<file path="config.mk">
export PLATFORM = sky130hd
export DESIGN_NAME = ppe_ram
export DESIGN_NICKNAME = d
export VERILOG_FILES = /design/src/hdl/ppe_ram.sv
export SDC_FILE = /design/constraint.sdc
export NUM_CORES = 1
export LEC_CHECK = 0
export BUFFER_PORTS_ARGS = -buffer_cell sky130_fd_sc_hd__buf_2
export CAP_MARGIN = 20
export CORE_AREA = 3 3 117 119
export CTS_CLUSTER_DIAMETER = 150
export CTS_CLUSTER_SIZE = 10
export DETAILED_ROUTE_END_ITERATION = 12
export DIE_AREA = 0 0 120 122
export GPL_ROUTABILITY_DRIVEN = 0
export PLACE_DENSITY = 0.54
export SYNTH_ARGS = -nofsm -noshare
export SYNTH_HDL_FRONTEND = slang
export SYNTH_SLANG_ARGS = --single-unit
</file>
<file path="constraint.sdc">
create_clock -name clk -period 6.25 [get_ports clk]
set_input_delay 1.875 -clock clk [delete_from_list [all_inputs] [get_ports clk]]
set_output_delay 1.875 -clock clk [all_outputs]
set_load 0.005 [all_outputs]
</file>
<file path="src/hdl/ppe_ram.sv">
`timescale 1ns / 1ps

module ppe_ram #(
	parameter int WIDTH = 8,
	parameter int DEPTH = 16
) (
	input  logic                     clk,
	input  logic                     we,
	input  logic [$clog2(DEPTH)-1:0] waddr,
	input  logic [WIDTH-1:0]         wdata,
	input  logic                     re,
	input  logic [$clog2(DEPTH)-1:0] raddr,
	output logic [WIDTH-1:0]         rdata
);

	logic [WIDTH-1:0] mem [DEPTH];

	always_ff @(posedge clk) begin
		if (we) begin
			mem[waddr] <= wdata;
		end
		if (re) begin
			rdata <= mem[raddr];
		end
	end

endmodule

</file>
; ---- After elaboration in Yosys (flattened, before gate mapping)
; Memory sizes are Yosys's and may differ from the RTL's. A register that Yosys moved wholly into a read port is not among the register bits.
; Cells that the tools add are included.
[classes]
mux = 2
[ops]
columns = cell, n
row1 = $mux W1, 2
[totals]
ff_bits = 0
ram_bits = 128
output_inout_bits = 8
elab_cells = 3
memories = 1
[memory_table]
columns = memory, depth, width, rd, rd_ports_with_merged_regs, wr, line
row1 = mem, 16, 8, 1, 1, 1, 16  ; logic [WIDTH-1:0] mem [DEPTH];

; ---- Longest topological paths before layout
[depth]
word_depth = 2
depth_mapped = 5
depth_no_buf = 3

; ---- Least setup slack after synthesis
; OpenSTA, ideal clock, no wires.
[synth_timing]
path_type = in2reg
from = input port waddr[2]
to = memory mem[0][0], enable pin
t_arrival_ns = 2.985
required_time_ns = 5.867
path_slack_ns = 2.882
cell_stages = 2
cell_sequence = or3b_2 > nor3_1
[synth_rtl]
columns = item, line
row1 = start: declaration, 9  ; input logic [$clog2(DEPTH)-1:0] waddr,
row2 = end: declaration, 16
; No word-level cell before the write port.

==> results_dict.tcl <==
set metrics [dict create \
    status "finished clean" \
    finalMaxSlewViolations 0 \
    area.growth.synth_to_final_pct 17.1 \
    dp_hpwl_um 6240 \
    netlist_top_cells_count "edfxtp_1, mux4_2, a22oi_1, mux4_1, nor2_1" \
    cts_inserted_buffers 17 \
    firstDrtPassIters 4 \
    layout_min_cycle_time_ns 3.37 \
    synth.area.top_cells "edfxtp_1, mux4_2, mux4_1" \
    ctsHtreeMaxLevel 4 \
    critPathMaxStageDelay_ns 0.59 \
    fp.dieArea_um2 14600 \
    number_of_cell_rows 41 \
    cts_hold_buffers 0 \
    fmax_ghz 0.297 \
    leftover_overflow_at_the_end_of_global_routing 0 \
    final.setup_skew_ns 0.0175 \
    critical_path_start_end_classification "in -> reg" \
    syn_warnings 0 \
    clock_path_buffers 2 \
    yosysTopAreaCell "edfxtp_1" \
    synth-seq-area-share 0.781 \
    synth_enable_flop_cells 136 \
    max_cap_viol_count 0 \
    worst_path_dominant_cell_family "buffers and inverters" \
    yosys_register_bits 136 \
    grt_pass1_wl_um 15200 \
    cts.sinks 136 \
    power-per-cell-area_nw_per_um2 343 \
    worst-endpoint-arrival_ns 3.53 \
    layout-drive-gt1-share 0.281 \
    synth_nets 248 \
    yosys.cell_types.count 18 \
    worst_setup_path_start_kind "input pin" \
    routed_wl_um 10100 \
    holdCritPathClass "reg -> reg" \
    final_nets 287 \
    maximum_fanout_encountered_on_the_critical_timing_path 19 \
    total_power_uw 2100 \
    postSynthAreaPerCell_um2 22.8 \
    placedCellCount 420 \
    groute.usage.overall 0.149 \
    num_antenna_cells 0 \
    floorplan.core_area_um2 12700 \
    drt_first_iter_violations 121 \
    p_leak_uw 0.00202 \
    post_drt_antenna_nets 0 \
    root_buffer "clkbuf_16" \
    vias_in_the_first_global_route 2481 \
    clk_pin_slew_worst_paths_ns 0.06 \
    timing.final.crit_share 0.539 \
    path_buf_inv 2 \
    worst_pin_slew_ns 0.974 \
    routedWlPerCell_um 22.3 \
    dieWidth_um 120 \
    die_height_um 122 \
    worst_ir_drop_vdd_mv 0.169 \
    synthArstFlopShare 0 \
    netlist_instances 229 \
    drc 0 \
    postCtsSetupBuffers 0 \
    initial_core_utilization 0.413 \
    num_vias 2383 \
    post_cts.resized_instances 0 \
    initial_antenna_violation_count 0 \
    slew_headroom 0.348 \
    yosys.area.top_type_share 0.781 \
    cp.required_ns 6.41 \
    post_drt_via_cell_ratio 5.26 \
    yosys_most_used_dff "edfxtp_1" \
    number_of_non_filler_instances_in_the_completed_layout 453 \
    path_cells "buf_2, buf_12, mux4_1, a22oi_1, nand2_1" \
    cpMaxStageDelayCell "mux4_1" \
    setup_violations 0 \
    pin_count_of_the_biggest_net_entering_global_routing 33 \
    cts_tree "done" \
    synth.most_common_cell "edfxtp_1" \
    rsz_0062_raised_after_global_routing "no" \
    fill_cells 1044 \
    clkLatencyLatePin_ns 0.41 \
    mapped_area_um2 5230 \
    portBuffers 26 \
    io_pins 27 \
    timing.critical_path.to_type "flop" \
    accumulated_negative_setup_slack_ns 0 \
    hold_violations 0 \
]
-- area by class of cell --
cell class                      count  area [um2]  area share
Multi-Input combinational cell     83        1060       0.174
Tap cell                          172         215      0.0352
Sequential cell                   136        4080       0.667
Timing Repair Buffer               30         173      0.0282
Clock inverter                     14         156      0.0256
Clock buffer                       18         429      0.0701
-- worst min-delay path, stage by stage, from the launching register on --
cell and delay [ns]:
edfxtp_1 0.31, mux4_2 0.22, a22oi_1 0.06, nand2_1 0.06
-- stage by stage --
step                utilization  hold WS, ns  area, um2  setup WS, ns
floorplan                     -        0.705       5230          2.88
global placement          0.435        0.733       5510          2.16
detailed placement        0.435        0.734       5510          2.16
CTS                       0.481        0.744       6100          2.60
global route              0.483        0.779       6120          2.77
finish                    0.483        0.746       6120          2.88
-- per-layer routing --
metal / vias to the layer above / part of all wire / global-route usage
met1: 1231 / 0.42 / 0.200
met4: 0 / 0.013 / 0.0537
li1: 1064 / - / -
met3: 10 / 0.056 / 0.0353
met2: 78 / 0.51 / 0.240
met5: - / 0 / 0
-- logic make-up after synthesis --
| kind of cell | count (synthesis) | share of synthesized area |
|---|---|---|
| AO/OA/AOI/OAI | 16 | 0.0230 |
| buffers and inverters | 10 | 0.0165 |
| flip-flops | 136 | 0.781 |
| multiplexers | 32 | 0.148 |
| AND/OR/NAND/NOR | 35 | 0.0314 |
-- path summary, 6_finish.rpt --
path              startpoint       end  slack (ns)  cells after the start
setup / recovery    raddr[0]  rdata[2]        2.88                      5
hold / removal    mem[14][5]  rdata[5]        0.75                      3
setup reg to reg   mem[5][3]  rdata[3]        4.74                      3
hold reg to reg   mem[14][5]  rdata[5]        0.75                      3
-- state kept, by name, summed over array words and instances, names as in the netlist --
name,flops
mem,128
rdata,8
-- report_power, final --
part	internal, uW	leakage, uW	switching (uW)
registers	1030	0.00124	4.93
logic	36.9	0.000500	52.4
clock network	622	0.000289	357
total	1690	0.00202	415
-- cells in the final DEF, fill, tap and decap left out --
master and count:
nor2b_1 1, clkbuf_16 17, and2b_1 1, or3b_2 1, nand2b_1 2, mux4_2 18
a22oi_1 16, nor3_1 3, clkinv_2 5, inv_6 1, clkinvlp_4 1, edfxtp_1 136
bufinv_16 3, nor3_2 1, buf_4 3, nand3b_1 2, clkinv_1 2, clkinv_4 2
nand2_1 9, clkbuf_1 1, and2_1 1, buf_2 26, nor2_1 13, nand3_1 1
mux4_1 14, buf_12 1
No activity file was read; power rests on OpenSTA's default activity.
