===== config.mk =====
export PLATFORM = sky130hd
export DESIGN_NAME = ppe_div
export DESIGN_NICKNAME = d
export VERILOG_FILES = /design/src/hdl/ppe_pkg.sv /design/src/hdl/ppe_div.sv
export SDC_FILE = /design/constraint.sdc
export NUM_CORES = 1
export LEC_CHECK = 0
export ABC_AREA = 1
export BUFFER_PORTS_ARGS = -buffer_cell sky130_fd_sc_hd__buf_2
export CORE_MARGIN = 5
export CORE_UTILIZATION = 25
export CTS_CLUSTER_SIZE = 12
export DETAILED_ROUTE_END_ITERATION = 8
export GPL_TIMING_DRIVEN = 0
export HOLD_SLACK_MARGIN = 0.15
export PLACE_DENSITY_LB_ADDON = 0.15
export SLEW_MARGIN = 10
export SYNTH_ARGS = -nofsm -noshare
export SYNTH_HDL_FRONTEND = slang
export SYNTH_SLANG_ARGS = --single-unit

===== constraint.sdc =====
create_clock -name clk -period 2.2 [get_ports clk]
set_clock_uncertainty 0.15 [all_clocks]
set_input_delay 0 -clock clk [delete_from_list [all_inputs] [get_ports clk]]
set_output_delay 0 -clock clk [all_outputs]
set_load 0.02 [all_outputs]

===== src/hdl/ppe_pkg.sv =====
`timescale 1ns / 1ps

package ppe_pkg;

	localparam int POOL_SIZE = 1024;
	localparam int AW        = $clog2(POOL_SIZE);
	localparam logic [AW-1:0] LAST_SLOT = AW'(POOL_SIZE - 1);

	// life values are positive 31-bit Q15.16, life fraction is Q0.16
	localparam int LIFE_W = 31;
	localparam int FRAC_W = 16;

	localparam logic [18:0]        TWO_PI_Q16 = 19'd411775;
	localparam logic [9:0]         SPIN_Q16   = 10'd655;
	localparam logic signed [17:0] HALF_Q16   = 18'sd32768;
	localparam logic [16:0]        ONE_Q16    = 17'd65536;

	typedef enum logic [1:0] {
		ACT_EMIT   = 2'd0,
		ACT_TICK   = 2'd1,
		ACT_RENDER = 2'd2,
		ACT_NONE   = 2'd3
	} action_t;

	typedef enum logic [2:0] {
		REG_COLOR_BEGIN = 3'd0,
		REG_COLOR_END   = 3'd1,
		REG_SIZE_BEGIN  = 3'd2,
		REG_SIZE_END    = 3'd3,
		REG_SIZE_VAR    = 3'd4,
		REG_VEL_VAR_X   = 3'd5,
		REG_VEL_VAR_Y   = 3'd6,
		REG_LIFE_TIME   = 3'd7
	} cfg_reg_t;

	typedef struct packed {
		logic               active;
		logic signed [31:0] pos_x;
		logic signed [31:0] pos_y;
		logic signed [31:0] vel_x;
		logic signed [31:0] vel_y;
		logic        [31:0] rot;
		logic signed [31:0] life_left;
		logic signed [31:0] life_total;
		logic signed [31:0] size_b;
		logic signed [31:0] size_e;
		logic        [31:0] col_b;
		logic        [31:0] col_e;
	} ppe_entry_t;

	localparam int ENTRY_W = $bits(ppe_entry_t);

	function automatic logic signed [31:0] sat32(input logic signed [35:0] v);
		if (v > 36'sh07FFFFFFF) begin
			return 32'sh7FFFFFFF;
		end else if (v < -36'sh080000000) begin
			return 32'sh80000000;
		end else begin
			return v[31:0];
		end
	endfunction

endpackage


===== src/hdl/ppe_div.sv =====
`timescale 1ns / 1ps

// restoring divider, one quotient bit per cycle
// quot = floor(dividend * 2^FRAC_W / divisor), requires dividend < divisor
module ppe_div import ppe_pkg::*; (
	input  logic              clk,
	input  logic              arst_n,
	input  logic              start,
	input  logic [LIFE_W-1:0] dividend,
	input  logic [LIFE_W-1:0] divisor,
	output logic              done,
	output logic [FRAC_W-1:0] quot
);

	localparam int CNT_W = $clog2(FRAC_W + 1);

	logic [LIFE_W-1:0] rem_q;
	logic [FRAC_W-1:0] quot_q;
	logic [CNT_W-1:0]  cnt_q;
	logic              busy_q;
	logic              done_q;
	logic [LIFE_W:0]   shifted;
	logic [LIFE_W:0]   diff;
	logic              ge;

	always_comb begin
		shifted = {rem_q, 1'b0};
		ge      = shifted >= {1'b0, divisor};
		diff    = shifted - {1'b0, divisor};
	end

	always_ff @(posedge clk or negedge arst_n) begin
		if (!arst_n) begin
			busy_q <= 1'b0;
			done_q <= 1'b0;
			cnt_q  <= '0;
		end else if (start) begin
			busy_q <= 1'b1;
			done_q <= 1'b0;
			cnt_q  <= CNT_W'(FRAC_W);
		end else if (busy_q) begin
			cnt_q <= cnt_q - 1'b1;
			if (cnt_q == CNT_W'(1)) begin
				busy_q <= 1'b0;
				done_q <= 1'b1;
			end
		end else begin
			done_q <= 1'b0;
		end
	end

	always_ff @(posedge clk) begin
		if (start) begin
			rem_q <= dividend;
		end else if (busy_q) begin
			rem_q  <= ge ? diff[LIFE_W-1:0] : shifted[LIFE_W-1:0];
			quot_q <= {quot_q[FRAC_W-2:0], ge};
		end
	end

	assign done = done_q;
	assign quot = quot_q;

endmodule


Word-level counts from Yosys, hierarchy flattened. Index checks and enable logic that the tools add are counted.

$add $sub $neg: 2. Magnitude comparators: 1. Eq/ne operators: 2. Mux-type cells: 11. Bitwise gates (word level): 1. Reductions and logical operators: 2.

Operators with widths (number): $mux 31 (3); $ge 32x31->1 (1); $sub 31x31->31 (1); $mux 5 (2); $mux 1 (6); $eq 5x1->1 const B (1); $sub 5x1->5 const B (1); $ne 3x2->1 const B (1); $reduce_and 2->1 (1); $reduce_bool 2->1 (1); $not 1->1 (1).

Flip-flop bits (word level): 54. Input bits: 65. Output and inout bits: 17. Word-level logic and storage cells: 24.

Longest topological paths before layout. Gate-level depths: netlist of run 1.

Depth in word-level cells: 4. Depth in mapped cells: 17. Gate-level depth less buffers: 16.

Worst setup path after synthesis of run 1. OpenSTA, ideal clock, no wires.

Kind: register -> register. Start point: register rem_q[0]. End point: register rem_q[10], data pin. Setup time: 0.254 ns. Arrival: 1.747 ns. Required time: 1.796 ns. Slack: 0.049 ns. Stages on the path, launching flop included: 13. Buffers on the path: 1. Period minus slack after synthesis: 2.151 ns. Path through: edfxtp_1 > fa_1 > nand2_1 > nand2_1 > nand3_2 > nand2_2 > nand2_1 > nand3_2 > nand2_4 > buf_2 > nand3b_1 > nand3_1 > nand2_1.

Word-level cells in the longest chain between the ends: 4. Elaborated cells between the ends (all ways): 5. Those cells by class: 1 x add/sub; 1 x order compare; 3 x mux.

RTL lines: from (decl) (line ppe_div.sv:17) `logic [LIFE_W-1:0] rem_q;`; from (signal assigned) (line ppe_div.sv:54) `rem_q <= dividend;`; from (signal assigned) (line ppe_div.sv:56) `rem_q <= ge ? diff[LIFE_W-1:0] : shifted[LIFE_W-1:0];`; $sub 31x31->31 / $ge 32x31->1 (equally long branches) (line ppe_div.sv:29, ppe_div.sv:28); $mux 31 * (line ppe_div.sv:56); $mux 31 * (line ppe_div.sv:55) `end else if (busy_q) begin`; $mux 31 * (line ppe_div.sv:53) `if (start) begin`.

Every way passes the cells marked *; elsewhere a longest branch is shown, timed or not. The select of a mux whose other input is x is not followed. A chain may end at the register's enable or synchronous reset.

Worst setup path after layout of run 1.
Start point: register rem_q[12]. End point: register rem_q[19], data pin.

The elaborated chain is that of the path after synthesis.

==> results of run 1 <==
## through the flow
| step | hold slack (ps) | power [µW] | util [%] |
|---|---|---|---|
| 2_1_floorplan | -446 | 5300 | - |
| 3_3_place_gp | -300 | 6620 | 28.8 |
| 3_5_place_dp | -296 | 6620 | 28.9 |
| 4_1_cts | 244 | 9400 | 36.9 |
| 5_1_grt | 293 | 10900 | 38.4 |
| 6_report | 233 | 10100 | 38.4 |
## flip-flops by register name, indices dropped and copies added, names as in the netlist
signal	count
quot	16
rem_q	31
cnt_q	5
done	1
busy_q	1
## worst max-delay path, cell delays in order (launching register included)
cell                       delay, ps
sky130_fd_sc_hd__edfxtp_1        430
sky130_fd_sc_hd__ha_4            310
sky130_fd_sc_hd__nand2_1         130
sky130_fd_sc_hd__nor2_4          170
sky130_fd_sc_hd__nand2_2          90
sky130_fd_sc_hd__clkinv_2         80
sky130_fd_sc_hd__nand3_2          80
sky130_fd_sc_hd__nand3_4         110
sky130_fd_sc_hd__nand2_8          90
sky130_fd_sc_hd__nand2_8         160
sky130_fd_sc_hd__buf_12          150
sky130_fd_sc_hd__nand2_1          90
sky130_fd_sc_hd__nand3_1          80
sky130_fd_sc_hd__nand2_1          60
## what timing repair did
action                                  in CTS  in global routing
resized for setup                          133                 63
hold buffers                                36                  0
endpoints found under the setup margin      32                 32
gates cloned                                 6                  2
setup buffers                               34                  9
pin swaps                                   34                 53
endpoints found under the hold margin       39                  0
## synthesized netlist by cell type
library cell / number
sky130_fd_sc_hd__a21oi_1: 18
sky130_fd_sc_hd__a21oi_2: 1
sky130_fd_sc_hd__and2_1: 9
sky130_fd_sc_hd__buf_2: 4
sky130_fd_sc_hd__buf_6: 5
sky130_fd_sc_hd__clkbuf_1: 7
sky130_fd_sc_hd__clkinv_1: 2
sky130_fd_sc_hd__dfrtp_1: 7
sky130_fd_sc_hd__edfxtp_1: 47
sky130_fd_sc_hd__fa_1: 1
sky130_fd_sc_hd__ha_1: 33
sky130_fd_sc_hd__inv_1: 163
sky130_fd_sc_hd__inv_2: 2
sky130_fd_sc_hd__nand2_1: 331
sky130_fd_sc_hd__nand2_2: 4
sky130_fd_sc_hd__nand2_4: 2
sky130_fd_sc_hd__nand3_1: 56
sky130_fd_sc_hd__nand3_2: 7
sky130_fd_sc_hd__nand3b_1: 29
sky130_fd_sc_hd__nand4_1: 8
sky130_fd_sc_hd__nor2_1: 42
sky130_fd_sc_hd__nor2_2: 4
sky130_fd_sc_hd__nor2_4: 2
sky130_fd_sc_hd__nor2_8: 1
sky130_fd_sc_hd__nor3_1: 3
sky130_fd_sc_hd__nor4_1: 2
sky130_fd_sc_hd__o21ai_0: 6
sky130_fd_sc_hd__o21ai_1: 1
sky130_fd_sc_hd__o21bai_1: 1
sky130_fd_sc_hd__o22ai_1: 1
sky130_fd_sc_hd__or2_1: 1
sky130_fd_sc_hd__or2_2: 1
sky130_fd_sc_hd__xnor2_1: 13
sky130_fd_sc_hd__xor2_1: 1
## layout make-up
cell class	instances	area (µm²)	share of cell area, %
timing repair buffer	166	1350	16.8
buffer	16	171	2.14
clock inverter	3	28.8	0.360
tap	275	344	4.30
inverter	167	628	7.85
clock buffer	5	125	1.56
sequential	54	1590	19.8
multi-input combinational	578	3770	47.1
## how the worst max path moves through the flow
stage / slack, ps / endpoint / cells after the start
2_1_floorplan: 50 / rem_q[10]$_DFFE_PP_ / 12
3_3_place_gp: -420 / rem_q[1]$_DFFE_PP_ / 12
3_5_place_dp: -410 / rem_q[1]$_DFFE_PP_ / 12
4_1_cts: -190 / rem_q[19]$_DFFE_PP_ / 13
5_1_grt: -320 / rem_q[19]$_DFFE_PP_ / 13
6_report: -220 / rem_q[19]$_DFFE_PP_ / 13
## cell families (layout without fill, tap and decap cells)
kind of cell,Yosys count,count (layout)
simple gates,502,502
compound gates,28,28
xor+xnor,14,14
flops,54,54
buf+inv,183,357
fa+ha+maj,34,34
## routing by layer
layer | up-vias | wire, µm | part of all wire (%) | GRT usage, %
li1 | 2852 | - | - | -
met1 | 2503 | 8910 | 48 | 21.4
met2 | 107 | 8490 | 45 | 24.7
met3 | 19 | 965 | 5.2 | 2.34
met4 | 0 | 303 | 1.6 | 3.87
met5 | - | 0 | 0 | 0
## power groups by stage
stage	Sequential, µW	Combinational, µW	Clock (µW)
floorplan	1710	3580	0
global placement	1740	4880	0
detailed placement	1740	4890	0
CTS	1830	6640	934
global route	1870	8030	979
finish	1830	7340	902
==> metrics list, run 1 <==
- The share of total power dissipated in the clock network is 9.0%.
* Synthesized netlist cell count: 815
- Diodes inserted: 0
* Post-synthesis xor/xnor area fraction: 2.34%
- Part of the Yosys area used for sequential elements: 30.2%
* Total detailed-routing wirelength: 18.7 mm
* Global-route wire length before repair: 29.0 mm
- Setup repair after global routing could not meet its margin everywhere.
- Post-Synthesis Cell Area: 5250 µm²
- Most common cell after layout, fill and taps aside: sky130_fd_sc_hd__nand2_1
- Counting I/O delays and the setup requirement, the final critical path takes 2420 ps.
- Worst R2R End: rem_q[19]$_DFFE_PP_
- Clock tree from TritonCTS: done
- Flip-flop and latch count after synthesis: 54
- Number of standard-cell rows in the floorplan: 53
- The H-tree was split into 2 levels.
* Synth area leader: sky130_fd_sc_hd__edfxtp_1
* Final count of hold timing violations: 0
- Yosys printed 0 warnings.
- In this run the critical register-to-register path is launched from rem_q[12]$_DFFE_PP_.
- Count of boundary I/O pins: 82
- Setup violations remaining at the end of the flow were counted as 32.
- Result of the run: complete, but fails checks
* Cell types with the largest area share after synthesis: sky130_fd_sc_hd__edfxtp_1 27%, sky130_fd_sc_hd__nand2_1 24%, sky130_fd_sc_hd__inv_1 12%, sky130_fd_sc_hd__ha_1 7.9%, sky130_fd_sc_hd__nand3_1 5.3%
- Overall die width: 155 µm
- From synthesis to final layout, the design area changed by 52.4%.
- Area of placed instances: 6010 µm²
- Cells with a size suffix above 1 make up 29.9% of the layout.
- The worst setup path is launched from a flip-flop.
* Total number of nets in the final design: 1087
- Avg WL per Cell: 14.8 µm
- Routed vias/inst: 4.34
* Final-report max-slew violation count: 0
- Power density over the cells: 1260 nW/µm²
- Once detailed placement completed, the half-perimeter wirelength came to 13.8 mm.
- Starting density of the core: 25.2%
- The internal power of the cells totals 5290 µW.
- The total overflow left after global routing is 0.
* Basic-gate share of the synthesized area counting and, or, nand and nor cells: 42.5%
- Maximum root-to-sink buffer count: 2
- The library cells used most frequently in the layout, excluding fill and tap cells, are 280 x sky130_fd_sc_hd__nand2_1, 160 x sky130_fd_sc_hd__inv_1, 80 x sky130_fd_sc_hd__buf_2.
- In this run the remaining antenna-violating nets after routing total 0.
* First-pass detailed-route iteration total: 5
- Count of unique library cells instantiated by Yosys: 34
- Number of design-rule violations left by the first detailed-router iteration: 278
- STA classifies the critical path endpoint as a flip-flop.
- Number of vias after detailed routing: 5481
- Post-placement cell count: 1171
- Die Footprint: 24000 µm²
* Floorplan die height: 155 µm
* Adder-cell share of the synthesized area: 8.25%
- The synthesized netlist devotes 2.81% of its cell area to compound gates.
- CP Data Arrival Time: 2350 ps
- Worst Reg-to-Reg Cells: 13
- R2r setup slk: -220 ps
- Area of the placeable core: 20800 µm²
* Maximum number of pins on one net before global-route repair: 34
- Worst slack at placement: -412 ps
* Failing checks: setup timing
* Switching power as a share of total power: 47.5%
- Of the available clock period, the critical path in the final layout requires 110%.
- Category of the most critical setup path: flip-flop to flip-flop
- Max Fclk: 414 MHz
- Worst hold endpoint: cnt_q[0]$_DFFE_PN0P_
- Clk slew on worst S/H paths: 90 ps
- The share of total power dissipated in sequential elements is 18.2%.
- IR analysis of the VDD net gives a maximum drop of 0.532 mV.
* Req. time, crit path: 2140 ps
* Mean Syn Cell Area: 6.44 µm²
- Main combinational cell family by area after synthesis: simple AND/OR/NAND/NOR gates
- Worst min path class: input port to flip-flop
- Number of antenna violations at the first check in global routing: 0
* Clock root buffer: sky130_fd_sc_hd__clkbuf_16
- Gate power share: 72.8%
* Actual slew at the worst max-slew pin: 842 ps
* Via count of the first global-routing pass: 5562
* Switching Power: 4790 µW
- Net count of the mapped netlist: 914
- Setup slack on the critical path of the routed design comes to -217 ps.
- After filler insertion, the fill cell instance count of the layout stands at 2219.
* Clock Sinks: 54
* Critical path origin: rem_q[12]$_DFFE_PP_
* Origin of the worst min-delay path: start
- Global routing used 15.3% of the available tracks.
- The worst hold path passes through 4 cells.
* Count of port buffers added during placement: 80
- Routability-driven placement finished with a final weighted congestion of 0.861.
- Once layout is complete, the cells apart from fillers number 1264.
- In the final timing run, aggregate negative setup slack is -5470 ps.
- The tool flagged a number of max-cap violations equal to 0.
* Multiplexer fraction of the synthesized cell area: 0%
* Crit Path Max Fanout: 8
- In this run the static leakage power is 0.00408 µW.
- In this run, CTS created clock tree buffers numbering 5.
- Of the post-synthesis cell area, the dominant cell type holds 26.9%.
- Once layout is done, the placed cells without fillers occupy 8000 µm².
* Residual DRC: 0
- The later pin in the worst-skew pair is clocked with a latency of 320 ps.
- Worst slew slack as a fraction of its limit: 43.9%
No activity file was read; power rests on OpenSTA's default activity.
==> inputs of run 2 (changes only) <==
--- a/config.mk
+++ b/config.mk
@@ -14,6 +14,7 @@
 export GPL_TIMING_DRIVEN = 0
 export HOLD_SLACK_MARGIN = 0.15
 export PLACE_DENSITY_LB_ADDON = 0.15
+export SKIP_CTS_REPAIR_TIMING = 1
 export SLEW_MARGIN = 10
 export SYNTH_ARGS = -nofsm -noshare
 export SYNTH_HDL_FRONTEND = slang
==> run 2 against run 1 <==
Critical endpoint is now rem_q[15]$_DFFE_PP_. Final cell count decreased by 1.9%. Design area decreased by 5.4%. Via count decreased by 2.8%. Clock power about the same. Critical path depth decreased by 2. Worst hold slack got worse by 22 ps. The run still ends with setup timing left. Highest routed layer unchanged. Sequential cell count unchanged. Setup slack got worse by 25 ps. Sequential power about the same.
==> metrics list, run 2 (synthesized netlist as in run 1, its figures left out) <==
- The maximum clock frequency came to 410 MHz (was 414 MHz).
- Power density over the cells: 1220 nW/µm² (was 1260 nW/µm²)
- The portion of the clock cycle consumed by the worst path in the final layout came to 111% (was 110%).
- Worst path most repeated cell: sky130_fd_sc_hd__nand2_2 (was sky130_fd_sc_hd__nand2_1)
- Post-placement cell count: 1171 (unchanged)
- Final-report max-slew violation count: 0 (unchanged)
- # H-tree levels: 2 (unchanged)
- Final Non-Filler Cells: 1240 (was 1264)
- The die extent in y came to 155 µm (unchanged).
- Most common cell after layout, fill and taps aside: sky130_fd_sc_hd__nand2_1 (unchanged)
- Cells traversed along the worst timing path: ha_4, nand2_2, nor2_4, nand2_1, nor2_4, nand2_8, nand2_8, clkbuf_16, nand2_2, nand3_2, nand2_2 (was ha_4, nand2_1, nor2_4, nand2_2, clkinv_2, nand3_2, nand3_4, nand2_8, nand2_8, buf_12, nand2_1, nand3_1, nand2_1)
- Maximum root-to-sink buffer count: 2 (unchanged)
* Crit Path Max Fanout: 8 (unchanged)
* Starting density of the core: 25.2% (unchanged)
* Area of the multi-input gates: 3600 µm² (was 3770 µm²)
- Top library cells by usage in the layout, fill and taps aside: 292 x sky130_fd_sc_hd__nand2_1, 160 x sky130_fd_sc_hd__inv_1, 80 x sky130_fd_sc_hd__buf_2 (was 280 x sky130_fd_sc_hd__nand2_1, 160 x sky130_fd_sc_hd__inv_1, 80 x sky130_fd_sc_hd__buf_2).
- Category of the most critical setup path: flip-flop to flip-flop (unchanged)
- The I/O pin count came to 82 (unchanged).
* Worst path bufs/invs: 1 (was 2)
- Combined global-route utilization of all metal layers: 14.1% (was 15.3%)
- Failing checks: setup timing (unchanged).
- Residual DRC: 0 (unchanged)
- The routability congestion estimate from global placement came to 0.861 (unchanged).
- Skew-Pair Late Insertion Delay: 320 ps (about the same)
- Slowest cell delay on critical path: 450 ps (was 430 ps)
* Result of the run: complete, but fails checks (unchanged)
- Minimum setup slack in the final design: -241 ps (was -217 ps)
- Clk slew on worst S/H paths: 90 ps (about the same)
* Launching element type of the critical path: flip-flop (unchanged)
- Worst slack at placement: -412 ps (unchanged)
- The number of global-route vias before repair is 5124 (was 5562).
* Total detailed-routing wirelength: 18.1 mm (was 18.7 mm)
- Req. time, crit path: 2130 ps (was 2140 ps)
- The post-layout total power is 9200 µW (was 10100 µW).
- CP max stage cell: sky130_fd_sc_hd__edfxtp_1 (unchanged)
* Total number of nets in the final design: 1063 (was 1087)
* Unrepaired setup endpoints after global routing: true (unchanged)
* Avg WL per Cell: 14.6 µm (was 14.8 µm)
- Area grow syn2layout: 44.1% (was 52.4%)
- The number of clock sinks came to 54 (unchanged).
- The wire length of the first global-routing pass was 26.7 mm (was 29.0 mm).
- Maximum number of pins on one net before global-route repair: 34 (unchanged)
- The starting DRC count in detailed routing came to 283 (was 278).
- The via count is 5327 (was 5481).
* Sort of element at the end of the critical path: flip-flop (unchanged)
- Register ranked first by flip-flop count: rem_q (unchanged)
- FILL cells: 2275 (was 2219)
- Overall die width: 155 µm (unchanged)
- Area of the placeable core: 20800 µm² (unchanged)
- The storage element area came to 1590 µm² (unchanged).
* CP delay by family, top: simple AND/OR/NAND/NOR gates (unchanged)
* Antenna violation net count after detailed routing: 0 (unchanged)
* Routed vias/inst: 4.30 (was 4.34)
- The number of port buffers is 80 (unchanged).
- The data arrival time at the worst-slack endpoint was 2370 ps (was 2350 ps).
- The remaining max-slew budget at the tightest pin came to 46.0% (was 43.9%).
* Worst min path class: input port to flip-flop (unchanged)
- The final antenna diode count was 0 (unchanged).
- The number of antenna violations at the first check in global routing is 0 (unchanged).
- The remaining global-route overflow came to 0 (unchanged).
- The clock root buffer is sky130_fd_sc_hd__clkbuf_16 (unchanged).
- The number of standard-cell rows in the floorplan came to 53 (unchanged).
- Max reg flops: 31 (unchanged)
- Worst voltage drop across the vdd grid: 0.515 mV (was 0.532 mV)
* Final count of hold timing violations: 0 (unchanged)
- The max capacitance violation total came to 0 (unchanged).
- The number of setup violations in the final report came to 32 (unchanged).
- The leakage dissipation was 0.00388 µW (was 0.00408 µW).
* Total CTS buffers: 5 (unchanged)
- The shortest period the worst path allows came to 2440 ps (was 2420 ps).
- First-pass detailed-route iteration total: 5 (unchanged)
- The TritonCTS clock tree was done (unchanged).
* Actual slew at the worst max-slew pin: 809 ps (was 842 ps)
* HPWL after detailed placement: 13.8 mm (unchanged)
- The share of cells above drive strength 1 was 25.8% (was 29.9%).
- Die Footprint: 24000 µm² (unchanged)
-- run 2: cell types whose count changed in the layout (fill, tap and decap cells not counted), moves of 4 or more --
cell,previous run,this run
sky130_fd_sc_hd__buf_16,4,0
sky130_fd_sc_hd__buf_4,31,15
sky130_fd_sc_hd__buf_8,8,4
sky130_fd_sc_hd__nand2_1,280,292
sky130_fd_sc_hd__nand2_4,18,9
sky130_fd_sc_hd__nand3_2,25,21
sky130_fd_sc_hd__nor2_1,28,33
sky130_fd_sc_hd__nor2_2,12,8
-- run 2: worst paths after layout --
kind / start / end / slack (ps) / cells after the start
worst max register to register: rem_q[22]$_DFFE_PP_ / rem_q[15]$_DFFE_PP_ / -240 / 11
worst min-delay path: divisor[30] / rem_q[30]$_DFFE_PP_ / 210 / 7
worst max-delay path: rem_q[22]$_DFFE_PP_ / rem_q[15]$_DFFE_PP_ / -240 / 11
min in group asynchronous: arst_n / busy_q$_DFF_PN0_ / 480 / 3
max in group asynchronous: arst_n / cnt_q[4]$_DFFE_PN0P_ / 1170 / 3
worst min register to register: quot[4]$_DFFE_PP_ / quot[5]$_DFFE_PP_ / 300 / 0
-- run 2: worst min-delay path: stages --
cell	delay, ps
sky130_fd_sc_hd__buf_2	90
sky130_fd_sc_hd__inv_1	50
sky130_fd_sc_hd__ha_1	170
sky130_fd_sc_hd__nand3_1	100
sky130_fd_sc_hd__nand3_2	80
sky130_fd_sc_hd__nand2_1	40
sky130_fd_sc_hd__nand2_1	50
-- run 2: power breakdown --
part / internal [µW] / switching [µW]
Sequential: 1540 / 279
Combinational: 2780 / 3690
Clock: 438 / 464
Total: 4760 / 4430
-- run 2: layout make-up --
class	count	area share (%)
Multi-Input combinational cell	578	47.6
Clock buffer	5	1.65
Sequential cell	54	21.0
Buffer	16	2.18
Timing Repair Buffer	142	14.4
Clock inverter	3	0.381
Inverter	167	8.29
Tap cell	275	4.55
-- run 2: stage by stage --
| stage | hold slack (ps) | util (%) | TNS, ps | instance area, µm² |
|---|---|---|---|---|
| 2_1_floorplan | -446 | - | 0 | 5250 |
| 3_3_place_gp | -300 | 28.8 | -10810 | 5990 |
| 3_5_place_dp | -296 | 28.9 | -10530 | 6010 |
| 4_1_cts | -647 | 29.6 | -11170 | 6160 |
| 5_1_grt | 267 | 36.3 | -10320 | 7560 |
| 6_report | 211 | 36.3 | -6650 | 7560 |
-- run 2: layer usage --
layer | share of wire, % | routed length [µm] | GRT usage, %
met5 | 0 | 0 | 0
met3 | 4.4 | 797 | 2.31
met1 | 48 | 8760 | 20.0
met4 | 1.4 | 256 | 2.82
met2 | 46 | 8330 | 22.7
==> inputs of run 3 (changes only) <==
--- a/config.mk
+++ b/config.mk
@@ -15,6 +15,7 @@
 export HOLD_SLACK_MARGIN = 0.15
 export PLACE_DENSITY_LB_ADDON = 0.15
 export SKIP_CTS_REPAIR_TIMING = 1
+export SKIP_LAST_GASP = 1
 export SLEW_MARGIN = 10
 export SYNTH_ARGS = -nofsm -noshare
 export SYNTH_HDL_FRONTEND = slang
==> run 3 against run 2 <==
Critical path depth unchanged. Sequential cell count unchanged. Largest cell class unchanged. First-iteration DRC count down 6.7%. Fmax up 0.11%. Non-clock buffer count unchanged. The flow still finishes with violations (setup timing). Register-to-register slack about the same. Sequential power about the same. Utilization about the same. Die area unchanged. Power down 0.11%. Final cell count unchanged. Clock power about the same.
==> metrics list, run 3 (synthesized netlist as in run 1, its figures left out) <==
- Worst path most repeated cell: sky130_fd_sc_hd__nand2_2 (unchanged)
- Result of the run: complete, but fails checks (unchanged)
- Clock Sinks: 54 (unchanged)
- The number of port buffers came to 80 (unchanged).
- The starting utilization of the core area is 25.2% (unchanged).
- Cells traversed along the worst timing path: ha_4, nand2_2, nor2_4, nand2_1, nor2_4, nand2_8, nand2_8, clkbuf_16, nand2_2, nand3_2, nand2_2 (unchanged)
- The number of antenna violations at the first check in global routing came to 0 (unchanged).
- Minimum setup slack in the final design: -239 ps (was -241 ps)
- The max capacitance violation total was 0 (unchanged).
- Clock root buffer: sky130_fd_sc_hd__clkbuf_16 (unchanged)
- Die Footprint: 24000 µm² (unchanged)
- Number of standard-cell rows in the floorplan: 53 (unchanged)
- Max Fclk: 410 MHz (about the same)
* Final-report max-slew violation count: 0 (unchanged)
- Total number of nets in the final design: 1063 (unchanged)
- Unrepaired setup endpoints after global routing: true (unchanged)
- The final antenna diode count is 0 (unchanged).
* Crit Path Max Fanout: 8 (unchanged)
- The most common cell after layout, fill and taps aside was sky130_fd_sc_hd__nand2_1 (unchanged).
* Tmin final: 2440 ps (about the same)
- Combined global-route utilization of all metal layers: 14.1% (unchanged)
- The mean number of vias per cell came to 4.31 (was 4.30).
- Skew-Pair Late Insertion Delay: 320 ps (about the same)
- Category of the most critical setup path: flip-flop to flip-flop (unchanged)
- The area of combinational cells with multiple inputs came to 3600 µm² (about the same).
- The routability congestion estimate from global placement is 0.861 (unchanged).
* Worst path bufs/invs: 1 (unchanged)
- The register with the highest flop count is rem_q (unchanged).
- FILL cells: 2274 (was 2275)
- The wire length of the first global-routing pass came to 26.7 mm (unchanged).
- # H-tree levels: 2 (unchanged)
- The first-pass iteration count of the detailed router was 5 (unchanged).
- CP max stage cell: sky130_fd_sc_hd__edfxtp_1 (unchanged)
- The placed wire-length estimate is 13.8 mm (unchanged).
- Area of the placeable core: 20800 µm² (unchanged)
- Total detailed-routing wirelength: 18.1 mm (about the same)
* Max reg flops: 31 (unchanged)
* Slowest cell delay on critical path: 450 ps (about the same)
* Avg WL per Cell: 14.6 µm (about the same)
- Count of boundary I/O pins: 82 (unchanged)
- Final count of hold timing violations: 0 (unchanged)
- The capturing element type of the critical path is a flip-flop (unchanged).
- The share of power burned in the clock network came to 9.8% (about the same).
* Total CTS buffers: 5 (unchanged)
* Hold_ws: 210 ps (was 211 ps)
* Fraction of power consumed by sequential logic: 19.9% (was 19.8%)
* Overall die width: 155 µm (unchanged)
- Top library cells by usage in the layout, fill and taps aside: 293 x sky130_fd_sc_hd__nand2_1, 160 x sky130_fd_sc_hd__inv_1, 80 x sky130_fd_sc_hd__buf_2 (was 292 x sky130_fd_sc_hd__nand2_1, 160 x sky130_fd_sc_hd__inv_1, 80 x sky130_fd_sc_hd__buf_2).
- Number of design-rule violations left by the first detailed-router iteration: 264 (was 283)
- Fin crit share: 111% (about the same)
- The number of setup violations in the final report was 32 (unchanged).
* Power density over the cells: 1220 nW/µm² (about the same)
* Gate power share: 70.3% (was 70.4%)
- Antenna violation net count after detailed routing: 0 (unchanged)
- Clock tree from TritonCTS: done (unchanged)
- The slew at the pin closest to its max-slew limit was 807 ps (was 809 ps).
* Number of vias after detailed routing: 5343 (was 5327)
- Floorplan die height: 155 µm (unchanged)
* Switching Power: 4430 µW (about the same)
* Leakage: 0.00388 µW (about the same)
- Failing checks: setup timing (unchanged)
- The remaining global-route overflow was 0 (unchanged).
- Residual DRC: 0 (unchanged)
- Launching element type of the critical path: flip-flop (unchanged)
* Area grow syn2layout: 44.0% (was 44.1%)
- The post-layout total power came to 9190 µW (was 9200 µW).
- Req. time, crit path: 2130 ps (about the same)
- Maximum root-to-sink buffer count: 2 (unchanged)
- Internal power contribution: 4760 µW (about the same)
* CP Data Arrival Time: 2370 ps (about the same)
- Worst min path class: input port to flip-flop (unchanged)
- Worst slew slack as a fraction of its limit: 46.2% (was 46.0%)
* Clk slew on worst S/H paths: 90 ps (about the same)
- The worst vdd rail ir drop came to 0.516 mV (was 0.515 mV).
- The number of global-route vias before repair is 5124 (unchanged).
- CP delay by family, top: simple AND/OR/NAND/NOR gates (unchanged)
- Sequential standard cell area: 1590 µm² (unchanged)
- The share of cells above drive strength 1 is 25.7% (was 25.8%).
- The pin count of the biggest net entering global routing was 34 (unchanged).
- Switching power as a share of total power: 48.2% (about the same)
==> run 3: through the flow <==
stage / setup TNS [ps] / worst slack (ps) / std cells / util, % / instance area [µm²]
after global placement: -10810 / -422 / 1170 / 28.8 / 5990
final: -6620 / -239 / 1240 / 36.3 / 7560
after CTS: -11170 / -446 / 1179 / 29.6 / 6160
after detailed placement: -10530 / -412 / 1171 / 28.9 / 6010
after floorplan: 0 / 49.0 / 815 / - / 5250
after global routing: -10330 / -346 / 1240 / 36.3 / 7560
==> run 3: power groups by stage <==
stage                     clock, µW  sequential (µW)  combinational, µW
after global routing            979             1860               7160
after detailed placement          0             1740               4890
final                           904             1820               6460
after floorplan                   0             1710               3580
after CTS                       934             1720               4910
after global placement            0             1740               4880
==> run 3: path summary, 6_finish.rpt <==
kind                                             end  slack, ps                start  depth (start not counted)
worst max-delay path             rem_q[15]$_DFFE_PP_       -240  rem_q[22]$_DFFE_PP_                         11
worst min-delay path             rem_q[30]$_DFFE_PP_        210          divisor[30]                          7
worst max register to register   rem_q[15]$_DFFE_PP_       -240  rem_q[22]$_DFFE_PP_                         11
worst min register to register     quot[5]$_DFFE_PP_        300    quot[4]$_DFFE_PP_                          0
max in group asynchronous       cnt_q[4]$_DFFE_PN0P_       1170               arst_n                          3
min in group asynchronous           busy_q$_DFF_PN0_        480               arst_n                          3
==> run 3: per-layer routing <==
metal	share of wire, %	GRT usage (%)	vias to the layer above
li1	-	-	2805
met1	48	20.0	2433
met2	46	22.7	91
met3	4.5	2.31	14
met4	1.4	2.82	0
met5	0	0	-
==> run 3: layout make-up <==
cell class	count	share of cell area, %
buffer	16	2.18
inverter	167	8.29
clock inverter	3	0.381
timing repair buffer	142	14.4
sequential	54	21.0
clock buffer	5	1.66
tap	275	4.55
multi-input combinational	578	47.6
==> run 3: worst min-delay path, stage by stage <==
cell,delay [ps]
sky130_fd_sc_hd__buf_2,90
sky130_fd_sc_hd__inv_1,50
sky130_fd_sc_hd__ha_1,170
sky130_fd_sc_hd__nand3_1,100
sky130_fd_sc_hd__nand3_2,80
sky130_fd_sc_hd__nand2_1,40
sky130_fd_sc_hd__nand2_1,50
